===== config.mk =====
export PLATFORM = sky130hd
export DESIGN_NAME = rbvi_queue
export DESIGN_NICKNAME = d
export VERILOG_FILES = /design/src/hw/rtl/rbvi_pkg.sv /design/src/hw/rtl/rbvi_queue.sv
export SDC_FILE = /design/constraint.sdc
export NUM_CORES = 1
export LEC_CHECK = 0
export BUFFER_PORTS_ARGS = -buffer_cell sky130_fd_sc_hd__clkbuf_2
export CELL_PAD_IN_SITES_DETAIL_PLACEMENT = 1
export CELL_PAD_IN_SITES_GLOBAL_PLACEMENT = 1
export CORE_MARGIN = 2
export CORE_UTILIZATION = 50
export CTS_BUF_LIST = sky130_fd_sc_hd__clkbuf_4 sky130_fd_sc_hd__clkbuf_8 sky130_fd_sc_hd__clkbuf_16
export DETAILED_ROUTE_END_ITERATION = 8
export GPL_TIMING_DRIVEN = 0
export MAX_ROUTING_LAYER = met4
export PLACE_DENSITY_LB_ADDON = 0.2
export SETUP_SLACK_MARGIN = 0.05
export SYNTH_ARGS = -nofsm -noshare
export SYNTH_HDL_FRONTEND = slang
export SYNTH_SLANG_ARGS = --single-unit
export TNS_END_PERCENT = 20

===== constraint.sdc =====
create_clock -name i_clk -period 5.2 [get_ports i_clk]
set_input_delay 0.26 -clock i_clk [delete_from_list [all_inputs] [get_ports i_clk]]
set_output_delay 0.26 -clock i_clk [all_outputs]
set_load 0.05 [all_outputs]

===== src/hw/rtl/rbvi_pkg.sv =====
// Shared types, constants and fixed-point helpers of the velocity integrator.
package rbvi_pkg;

    localparam int FRAC_BITS = 16;

    localparam logic [30:0] TIME_STEP_RST   = 31'd1092;
    localparam logic [30:0] SPEED_LIMIT_RST = 31'd6553600;

    localparam logic [2:0] CFG_TIME_STEP   = 3'd0;
    localparam logic [2:0] CFG_GRAVITY_X   = 3'd1;
    localparam logic [2:0] CFG_GRAVITY_Y   = 3'd2;
    localparam logic [2:0] CFG_SPEED_LIMIT = 3'd3;

    localparam int QUEUE_DEPTH = 4;
    localparam int PIPE_DEPTH  = 8;
    localparam logic [4:0] SQRT_LAST = 5'd31;
    localparam logic [4:0] DIV_LAST  = 5'd30;

    typedef struct packed {
        logic        [30:0] inverse_mass;
        logic        [30:0] body_mass;
        logic signed [31:0] gravity_factor;
        logic signed [31:0] force_x;
        logic signed [31:0] force_y;
        logic signed [31:0] pending_force_x;
        logic signed [31:0] pending_force_y;
        logic        [30:0] linear_damping;
        logic signed [31:0] vel_x;
        logic signed [31:0] vel_y;
        logic               sleeping;
        logic               last_body;
    } t_body_in;

    typedef struct packed {
        logic signed [31:0] next_vel_x;
        logic signed [31:0] next_vel_y;
        logic signed [31:0] force_delta_x;
        logic signed [31:0] force_delta_y;
        logic               batch_end;
    } t_vel_out;

    typedef struct packed {
        logic [2:0]  index;
        logic [31:0] wdata;
    } t_cfg_wr;

    typedef struct packed {
        logic        [30:0] time_step;
        logic signed [31:0] gravity_x;
        logic signed [31:0] gravity_y;
        logic        [30:0] speed_limit;
    } t_cfg;

    // pipeline record; scratch fields change meaning from stage to stage
    typedef struct packed {
        logic        [30:0] im;
        logic signed [31:0] gfac;
        logic signed [31:0] vx;
        logic signed [31:0] vy;
        logic               sl;
        logic               last;
        logic signed [31:0] p0;
        logic signed [31:0] p1;
        logic signed [31:0] p2;
        logic signed [31:0] p3;
        logic signed [31:0] p4;
        logic signed [31:0] p5;
        logic        [62:0] q0;
        logic        [62:0] q1;
        logic        [62:0] q2;
    } t_work;

    typedef struct packed {
        logic signed [31:0] nvx;
        logic signed [31:0] nvy;
        logic signed [31:0] fdx;
        logic signed [31:0] fdy;
        logic               last;
        logic               cap;
    } t_qent;

    typedef enum logic [2:0] {
        BK_RUN,
        BK_SQRT,
        BK_PROD,
        BK_DIV,
        BK_DONE
    } t_bk_state;

    function automatic logic signed [31:0] sat64(input logic signed [63:0] v);
        logic signed [31:0] r;
        if (v > 64'sh000000007FFFFFFF) r = 32'sh7FFFFFFF;
        else if (v < -64'sh0000000080000000) r = 32'sh80000000;
        else r = v[31:0];
        return r;
    endfunction

    // product with floor shift and saturation
    function automatic logic signed [31:0] mulq(input logic signed [31:0] a,
                                                input logic signed [31:0] b);
        logic signed [63:0] p;
        p = 64'(a) * 64'(b);
        return sat64(p >>> FRAC_BITS);
    endfunction

    function automatic logic signed [31:0] addq(input logic signed [31:0] a,
                                                input logic signed [31:0] b);
        return sat64(64'(a) + 64'(b));
    endfunction

    function automatic logic signed [31:0] subq(input logic signed [31:0] a,
                                                input logic signed [31:0] b);
        return sat64(64'(a) - 64'(b));
    endfunction

    function automatic logic [31:0] absq(input logic signed [31:0] v);
        return v[31] ? (~v + 32'd1) : v;
    endfunction

endpackage


===== src/hw/rtl/rbvi_queue.sv =====
// Small FIFO between the front pipeline and the speed-cap back end.
module rbvi_queue (
    input  logic            i_clk,
    input  logic            i_rst_n,
    input  logic            i_push,
    input  rbvi_pkg::t_qent i_data,
    input  logic            i_pop,
    output rbvi_pkg::t_qent o_data,
    output logic            o_full,
    output logic            o_empty
);
    import rbvi_pkg::*;

    localparam int AW = $clog2(QUEUE_DEPTH);

    t_qent                r_mem [QUEUE_DEPTH];
    logic [AW-1:0]        r_wp;
    logic [AW-1:0]        r_rp;
    logic [AW:0]          r_cnt;

    assign o_full  = (r_cnt == (AW+1)'(QUEUE_DEPTH));
    assign o_empty = (r_cnt == '0);
    assign o_data  = r_mem[r_rp];

    always_ff @(posedge i_clk) begin
        if (!i_rst_n) begin
            r_wp  <= '0;
            r_rp  <= '0;
            r_cnt <= '0;
        end else begin
            if (i_push) r_wp <= r_wp + AW'(1);
            if (i_pop)  r_rp <= r_rp + AW'(1);
            if (i_push && !i_pop)      r_cnt <= r_cnt + (AW+1)'(1);
            else if (i_pop && !i_push) r_cnt <= r_cnt - (AW+1)'(1);
        end
    end

    always_ff @(posedge i_clk) begin
        if (i_push) r_mem[r_wp] <= i_data;
    end

endmodule


==> results of run 1 <==
==> worst max-delay path: cells and delay by family, from the launching register on <==
family   cells  cell delay (ns)
flops        1             0.35
mux          1             0.39
buf+inv      3             1.37
==> cells in the mapped netlist <==
cell      number  share of area, %
o21ai_0        1             0.026
fa_1           1              0.10
xor2_1         3              0.14
buf_2         10              0.26
nor3_1         1             0.026
and2_1         9              0.29
nor3b_1        1             0.039
nand2_1        1             0.019
inv_1          4             0.078
mux4_2       130                15
buf_1          3             0.058
xnor2_1        2             0.091
buf_6          1             0.058
dfxtp_1        9              0.93
or3_1          1             0.032
nor2b_1        2             0.065
ha_1           5              0.32
buf_12        11               1.1
clkbuf_1       1             0.019
buf_4          3              0.12
edfxtp_1     520                81
a21boi_0       1             0.039
mux2i_1        2              0.10
==> registers in the layout (all words and copies together), names as in the netlist, named ones only <==
name	flops
r_cnt	3
r_wp	2
r_mem	520
r_rp	2
==> layer usage <==
layer	vias to the layer above	track usage, %	share of wire, %
met2	318	38.32	52
met1	4891	29.14	40
met3	66	5.227	5.8
met4	0	7.646	2.5
li1	4051	-	-
met5	-	-	0
==> logic make-up (layout without fill, tap and decap cells) <==
kind of cell / Yosys count / in the layout / share of synthesized area (%)
xor+xnor: 5 / 5 / 0.2269
buf+inv: 33 / 531 / 1.730
simple gates: 15 / 15 / 0.4730
fa+ha+maj: 6 / 6 / 0.4277
flops: 529 / 529 / 81.81
other cells: 0 / 1 / 0
compound gates: 2 / 2 / 0.06479
mux: 132 / 132 / 15.27
==> power by group through the flow <==
stage          combinational, mW  clock (mW)  sequential (mW)
5_1_grt                     1.63        3.87             4.97
3_5_place_dp                1.47           0             5.04
3_3_place_gp                1.42           0             5.07
6_report                    1.55        3.63             4.96
4_1_cts                     1.56        3.70             4.95
2_1_floorplan               1.06           0             5.04
==> area by class of cell <==
cell class / instances / area, um2 / share of cell area, %
sequential: 529 / 15800 / 64.56
multi-input combinational: 160 / 3188 / 13.03
timing repair buffer: 404 / 2858 / 11.68
clock buffer: 68 / 1474 / 6.024
tap: 511 / 639.4 / 2.613
buffer: 29 / 319.1 / 1.304
clock inverter: 26 / 175.2 / 0.7160
inverter: 4 / 15.01 / 0.06137
antenna: 1 / 2.502 / 0.01023
==> stage by stage <==
step | setup TNS (ns) | util, % | setup WS (ns)
after global routing | 0 | 64.65 | 2.080
after detailed placement | 0 | 56.82 | 2.752
after floorplan | 0 | - | 1.173
after global placement | -628.33 | 56.21 | -1.261
final | 0 | 64.65 | 2.233
after CTS | 0 | 64.64 | 2.109
==> worst paths after layout <==
kind | cells past startpoint | to | slack (ns)
hold reg to reg | 2 | r_wp[1]$_SDFFE_PN0P_ | 0.58
setup / recovery | 4 | o_data[102] | 2.23
setup reg to reg | 5 | r_mem[1][101]$_DFFE_PP_ | 3.17
hold / removal | 3 | flip-flop | 0.1
==> what timing repair did <==
item | CTS | global route
hold buffers | 131 | 0
resized for setup | 0 | 0
endpoints found under the hold margin | 529 | 0
==> results.json, run 1 <==
{
  "grtUsageTotal_pct": 23.33,
  "ys_warn_count": 0,
  "path_clk_slew_ns": 0.06,
  "die_x_um": 200.5,
  "fin_total_pwr_mw": 10.14,
  "final_common_cell": "edfxtp_1",
  "dp_cells": 1506,
  "cellLeakagePower_nw": 8.442,
  "fillerInstances": 3135,
  "crit_path_max_incr_delay_ns": 0.67,
  "syn-instance-count": 722,
  "synth_cell_types": 23,
  "hold_ws_ns": 0.09782,
  "cts_setup_buffers": 0,
  "fp.coreArea_mm2": 0.03784,
  "arrival_ns": 2.71,
  "drtPass1Iterations": 5,
  "worst-path-max-fanout": 10,
  "place.gp.congestion": 0.7011,
  "fin_area_mm2": 0.02447,
  "cts_max_level": 2,
  "outcome": "finished clean",
  "final_cell_count_no_fill": 1732,
  "syn2layout_area_growth_pct": 26.72,
  "slew_violations": 0,
  "rsz0062_at_grt": "no",
  "critical_path_class": "reg2out",
  "grt_pass1_wl_um": 67460,
  "switchingPower_mw": 2.646,
  "ios": 266,
  "dp_hpwl_um": 24710,
  "crit_slowest_cell": "clkbuf_1",
  "vias": 9326,
  "ys_ff_latch": 529,
  "placed_cell_area_mm2": 0.02150,
  "overflow": 0,
  "hold_violations": 0,
  "worst_pin_slew_ns": 0.8745,
  "r2r-start": "r_wp[1]$_SDFFE_PN0P_",
  "num_rows": 71,
  "initial_core_util_pct": 51.02,
  "cts.sinks": 529,
  "dr.first_iter.drc_count": 567,
  "final_cell_mix": "edfxtp_1, clkbuf_2, dlygate4sd3_1, mux4_2, clkbuf_16",
  "clk_path_buf_depth": 3,
  "cts_tree": "done",
  "drc": 0,
  "hold_class": "in2reg",
  "numCtsBuffers": 53,
  "power_frac_clock_pct": 35.8,
  "period_share_pct": 57.05,
  "routed_via_density": 5.385,
  "power.density_mw_per_mm2": 414.5,
  "cp.required_ns": 4.94,
  "antenna_found_initial": 1,
  "p_int_mw": 7.496,
  "fmax_ghz": 0.3371,
  "grt_pass1_vias": 10620,
  "power_frac_comb_pct": 15.3,
  "clock-skew-final_ns": 0.01794,
  "pwr-share-seq_pct": 48.9,
  "crit_path_start_kind": "flip-flop",
  "detail-route-antenna-nets": 0,
  "grt_max_degree": 57,
  "relSlewSlack_pct": 41.70,
  "timing.final.crit_period_ns": 2.967,
  "die_h_um": 200.5,
  "ir_drop_v": 0.0003018,
  "layout.nets": 1321,
  "finalSetupViolCount": 0,
  "avgRoutedWirePerCell_um": 25.38,
  "synth_fp_nets": 862,
  "hp-start": "i_pop",
  "layout-drive-gt1-share_pct": 42.13,
  "avgSynthCellArea_um2": 26.74,
  "cp_cell_sequence": "clkbuf_1, buf_2, mux4_2, clkbuf_2",
  "cap_violations": 0,
  "cts-root-buf": "clkbuf_16",
  "insertion_delay_ns": 0.59,
  "routed_wirelength_um": 43960,
  "switching_share_pct": 26.09,
  "portBuffers": 265,
  "die-area_mm2": 0.04020,
  "synth_area_mm2": 0.01931,
  "seq_area_frac_synth_pct": 81.81,
  "crit_path_end_kind": "output port"
}
Power figures use the tool's default switching activity.
==> inputs of run 2 (changes only) <==
- ABC_AREA: unset -> 1
- CORE_UTILIZATION: 50 -> 47
- clock period: 5.2 -> 3.09 ns (I/O delays scaled with it)
==> results.json, run 2 <==
{
  "antenna_found_initial": 2,
  "insertion_delay_ns": 0.59,
  "synth_cell_types": 23,
  "outcome": "finished clean",
  "cellLeakagePower_nw": 8.839,
  "routed_via_density": 5.483,
  "synthAdderAreaFrac_pct": 0.4187,
  "netlist_top_cells_count": "edfxtp_1, nor2_1, o21ai_0",
  "rr_worst_depth": 6,
  "seq_area_frac_synth_pct": 80.08,
  "r2r-end": "r_mem[2][113]$_DFFE_PP_",
  "avgSynthCellArea_um2": 15.00,
  "initial_core_util_pct": 47.34,
  "drc": 0,
  "pre_cts_ws_ns": 0.5564,
  "synth_compound_area_share_pct": 10.97,
  "synth_top_family_by_area": "compound AO/OA/AOI/OAI gates",
  "layout-drive-gt1-share_pct": 22.27,
  "worstHoldEndpoint": "r_mem[1][9]$_DFFE_PP_",
  "worst_pin_slew_ns": 0.8858,
  "routed_wirelength_um": 52880,
  "cap_violations": 0,
  "fin_area_mm2": 0.02479,
  "power.density_mw_per_mm2": 670.9,
  "place.gp.congestion": 0.7721,
  "p_int_mw": 12.13,
  "synth-edff-count": 520,
  "cts_max_level": 2,
  "largest_reg_flops": 520,
  "dp_hpwl_um": 31540,
  "ys_warn_count": 0,
  "grtUsageTotal_pct": 25.09,
  "path_clk_slew_ns": 0.06,
  "die-area_mm2": 0.04362,
  "placed_cell_area_mm2": 0.02189,
  "num_rows": 75,
  "pwr-share-seq_pct": 49.8,
  "final_core_util_pct": 59.50,
  "synth_area_mm2": 0.01972,
  "cts_setup_buffers": 0,
  "cts.sinks": 529,
  "cp.required_ns": 2.94,
  "relSlewSlack_pct": 40.83,
  "rsz0062_at_grt": "no",
  "switching_share_pct": 27.05,
  "synth.area.mux_share_pct": 0,
  "hold_depth": 2,
  "clock-skew-final_ns": 0.01537,
  "die_x_um": 208.9,
  "worst-path-max-fanout": 10,
  "numCtsBuffers": 53,
  "yosysTopAreaCell": "edfxtp_1",
  "vias": 12890,
  "fp.coreArea_mm2": 0.04167,
  "fmax_ghz": 0.3400,
  "final_cell_mix": "edfxtp_1, clkbuf_2, nor2_1, o21ai_0, dlygate4sd3_1",
  "timing.final.crit_period_ns": 2.941,
  "dr.first_iter.drc_count": 870,
  "ys_ff_latch": 529,
  "power_frac_comb_pct": 14.9,
  "final_common_cell": "edfxtp_1",
  "syn2layout_area_growth_pct": 25.69,
  "avgRoutedWirePerCell_um": 22.49,
  "worst_slack_ns": 0.1488,
  "ys.flop_type": "edfxtp_1",
  "detail-route-antenna-nets": 0,
  "cts_tree": "done",
  "hold_violations": 0,
  "crit_path_start_kind": "flip-flop",
  "layout.nets": 1914,
  "syn-instance-count": 1315,
  "hold_class": "in2reg",
  "regMostFlops": "r_mem",
  "r2r-start": "r_wp[0]$_SDFFE_PN0P_",
  "finalSetupViolCount": 0,
  "clk_path_buf_depth": 3,
  "rrSetupSlack_ns": 0.60,
  "synthArstFlopShare_pct": 0,
  "slew_violations": 0,
  "power_frac_clock_pct": 35.3,
  "synthTopCellsByArea": "edfxtp_1, nor2_1, o21ai_0",
  "synth_xor_area_share_pct": 0,
  "grt_max_degree": 75,
  "ios": 266,
  "hp-start": "i_data[9]",
  "period_share_pct": 95.19,
  "synth.most_common_cell": "edfxtp_1",
  "critical_path_class": "reg2out",
  "synth_simple_gate_area_share_pct": 5.322,
  "die_h_um": 208.9,
  "arrival_ns": 2.79,
  "switchingPower_mw": 4.499,
  "drtPass1Iterations": 5,
  "crit_path_end_kind": "output port",
  "cts-root-buf": "clkbuf_16",
  "largestRegisters": "r_mem (520), r_cnt (3)",
  "ir_drop_v": 0.0005073,
  "synth_top_area_share_pct": 79.17,
  "grt_pass1_vias": 13910,
  "grt_pass1_wl_um": 80140,
  "overflow": 0,
  "synth_fp_nets": 1455,
  "portBuffers": 265
}
run 2: cell count changes in the layout (fill, tap and decap cells not counted), moves of 6 or more:
cell,previous run,this run
clkbuf_1,1,38
o21ai_0,1,196
clkbuf_2,265,272
inv_1,4,11
nand2_1,1,9
buf_12,11,5
o22ai_1,0,130
nor2_1,0,265
buf_6,1,22
o21ai_1,0,70
mux4_2,130,0
run 2: area by class of cell:
cell class / count / area, um2
sequential: 529 / 15800
multi-input combinational: 684 / 3297
fill: 4024 / 16870
buffer: 85 / 558.0
clock buffer: 65 / 1416
antenna: 2 / 5.005
clock inverter: 26 / 145.1
inverter: 17 / 100.1
tap: 539 / 674.4
timing repair buffer: 404 / 2800
run 2: worst max path at each step:
stage | from | end | slack (ns) | depth (start not counted)
detailed placement | r_wp[0]$_SDFFE_PN0P_ | r_mem[2][113]$_DFFE_PP_ | 0.56 | 6
global route | flip-flop | o_data[100] | 0.09 | 6
global placement | r_wp[0]$_SDFFE_PN0P_ | r_mem[0][109]$_DFFE_PP_ | -2.73 | 4
floorplan | r_wp[0]$_SDFFE_PN0P_ | r_mem[0][0]$_DFFE_PP_ | -0.48 | 4
finish | flip-flop | o_data[111] | 0.15 | 6
CTS | flip-flop | o_data[111] | 0.12 | 6
run 2: per-stage QoR:
step	total power [mW]	TNS [ns]	instances	hold WS (ns)
floorplan	9.984	-176.98	1315	0.2534
global placement	10.73	-1215.97	2119	0.3666
detailed placement	10.77	0	2125	0.3742
CTS	16.75	0	2349	0.2948
global route	17.14	0	2351	0.3200
finish	16.63	0	2351	0.3288
run 2: timing repair:
action                                 in CTS  in global routing
setup endpoints to repair                   1                  1
endpoints found under the hold margin     529                  0
gates resized for setup                     1                  2
hold buffers                              133                  0
run 2: power by group through the flow:
stage	logic, mW	registers [mW]	clock network (mW)
finish	2.48	8.28	5.87
global route	2.63	8.30	6.21
CTS	2.49	8.28	5.98
detailed placement	2.34	8.43	0
global placement	2.26	8.48	0
floorplan	1.55	8.44	0
run 2: per-layer routing:
layer / share of wire, % / GRT usage [%] / vias up
li1: - / - / 5900
met1: 41 / 30.03 / 6528
met2: 51 / 43.20 / 375
met3: 5.7 / 4.433 / 88
met4: 2.7 / 8.424 / 0
met5: 0 / - / -
run 2: critical path: stages (launching register included):
cell and delay, ns:
dfxtp_1 0.41, inv_2 0.16, buf_2 0.44, clkbuf_1 0.45, o21ai_1 0.16, o22ai_1 0.25, clkbuf_2 0.33
run 2: cells by family after synthesis:
kind of cell | Yosys count
DFF | 529
AOI/OAI and AO/OA | 400
buffers and inverters | 102
adders and majority gates | 6
and+or+nand+nor | 278
==> inputs of run 3 (changes only) <==
- CORE_UTILIZATION: 47 -> 45
- RECOVER_POWER: unset -> 25
==> results.json, run 3 (synthesized netlist as in run 2, its figures left out) <==
{
  "arrival_ns": 2.73,
  "fillerInstances": 4283,
  "regMostFlops": "r_mem",
  "hold_class": "in2reg",
  "final_core_util_pct": 57.89,
  "fin_tns_setup_ns": 0,
  "hp-start": "i_data[94]",
  "grt_max_degree": 72,
  "hold_ws_ns": 0.3438,
  "fp.coreArea_mm2": 0.04317,
  "r2r-start": "r_wp[1]$_SDFFE_PN0P_",
  "finalSetupViolCount": 0,
  "cp.required_ns": 2.94,
  "worst_pin_slew_ns": 0.6868,
  "cts-root-buf": "clkbuf_16",
  "clk_path_buf_depth": 3,
  "outcome": "finished clean",
  "dr.first_iter.drc_count": 912,
  "routed_via_density": 5.377,
  "placed_cell_area_mm2": 0.02197,
  "cts_tree": "done",
  "period_share_pct": 93.44,
  "die-area_mm2": 0.04552,
  "rsz0062_at_grt": "yes",
  "crit_path_start_kind": "flip-flop",
  "overflow": 0,
  "grt_pass1_vias": 13770,
  "worst_slack_ns": 0.2028,
  "antenna_found_initial": 4,
  "die_h_um": 213.4,
  "insertion_delay_ns": 0.59,
  "final_cell_mix": "edfxtp_1, nor2_1, clkbuf_2, o21ai_0, dlygate4sd3_1",
  "crit_path_end_kind": "output port",
  "pre_cts_ws_ns": 0.8033,
  "layout-drive-gt1-share_pct": 18.73,
  "detail-route-antenna-nets": 0,
  "grtUsageTotal_pct": 24.14,
  "num_rows": 76,
  "vias": 12960,
  "portBuffers": 265,
  "place.gp.congestion": 0.7701,
  "cap_violations": 0,
  "seq_area_mm2": 0.01580,
  "relSlewSlack_pct": 54.22,
  "clock-skew-final_ns": 0.01517,
  "cts.sinks": 529,
  "drc": 0,
  "fmax_ghz": 0.3464,
  "timing.final.crit_period_ns": 2.887,
  "layout.nets": 1917,
  "power.density_mw_per_mm2": 685.6,
  "cp_cell_sequence": "inv_2, buf_2, clkbuf_1, o21ai_0, o22ai_1, clkbuf_2",
  "cts_max_level": 2,
  "largest_reg_flops": 520,
  "avgRoutedWirePerCell_um": 22.07,
  "cellLeakagePower_nw": 8.726,
  "ios": 266,
  "routed_wirelength_um": 53210,
  "crit_slowest_cell": "clkbuf_1",
  "multiInputGateArea_mm2": 0.003297,
  "final_common_cell": "edfxtp_1",
  "hold_violations": 0,
  "ir_drop_v": 0.0004442,
  "drtPass1Iterations": 5,
  "numCtsBuffers": 54,
  "path_clk_slew_ns": 0.06,
  "crit_path_max_incr_delay_ns": 0.46,
  "grt_pass1_wl_um": 79610,
  "slew_violations": 0,
  "die_x_um": 213.4,
  "fin_area_mm2": 0.02499,
  "critical_path_class": "reg2out",
  "syn2layout_area_growth_pct": 26.71,
  "dp_hpwl_um": 31430,
  "largestRegisters": "r_mem (520), r_cnt (3)",
  "initial_core_util_pct": 45.69,
  "worst-path-max-fanout": 10
}
run 3: power breakdown:
group	switching [mW]	internal [mW]
Clock	2.62	3.77
Combinational	1.86	0.609
Sequential	0.0726	8.21
run 3: final cells by class:
cell class / count / share of cell area [%]
Clock inverter: 20 / 0.6008
Inverter: 17 / 0.4005
Clock buffer: 80 / 6.448
Multi-Input combinational cell: 684 / 13.19
Timing Repair Buffer: 406 / 10.95
Antenna cell: 5 / 0.05006
Tap cell: 585 / 2.929
Buffer: 85 / 2.233
Sequential cell: 529 / 63.20
run 3: worst max-delay path, delay by kind of cell, from the launching register on:
family                 cells  cell delay (ns)
AO/OA/AOI/OAI              2             0.33
flip-flops                 1             0.40
buffers and inverters      4             1.38
run 3: worst paths after layout:
check,end,slack [ns],depth (start not counted)
setup / recovery,o_data[19],0.20,6
hold / removal,r_mem[0][94]$_DFFE_PP_,0.34,2
setup reg to reg,r_mem[1][113]$_DFFE_PP_,0.99,5
hold reg to reg,flip-flop,0.45,1
run 3: metrics by stage:
step	total power, mW	std cells
3_5_place_dp	10.77	2172
4_1_cts	17.28	2406
6_report	17.13	2411
3_3_place_gp	10.75	2165
2_1_floorplan	9.984	1315
5_1_grt	17.67	2410
run 3: layer usage:
layer	track usage [%]	up-vias	routed length, um
li1	-	5932	-
met3	5.258	78	3472
met4	6.992	0	1150
met1	29.78	6551	21620
met5	-	-	0
met2	40.30	403	26970
run 3: what timing repair did:
action / in CTS / in global routing
gates cloned: 0 / 0
setup endpoints to repair: 1 / 2
hold endpoints to repair: 529 / 0
resized for setup: 1 / 2
hold buffers: 134 / 0
setup buffers: 0 / 0
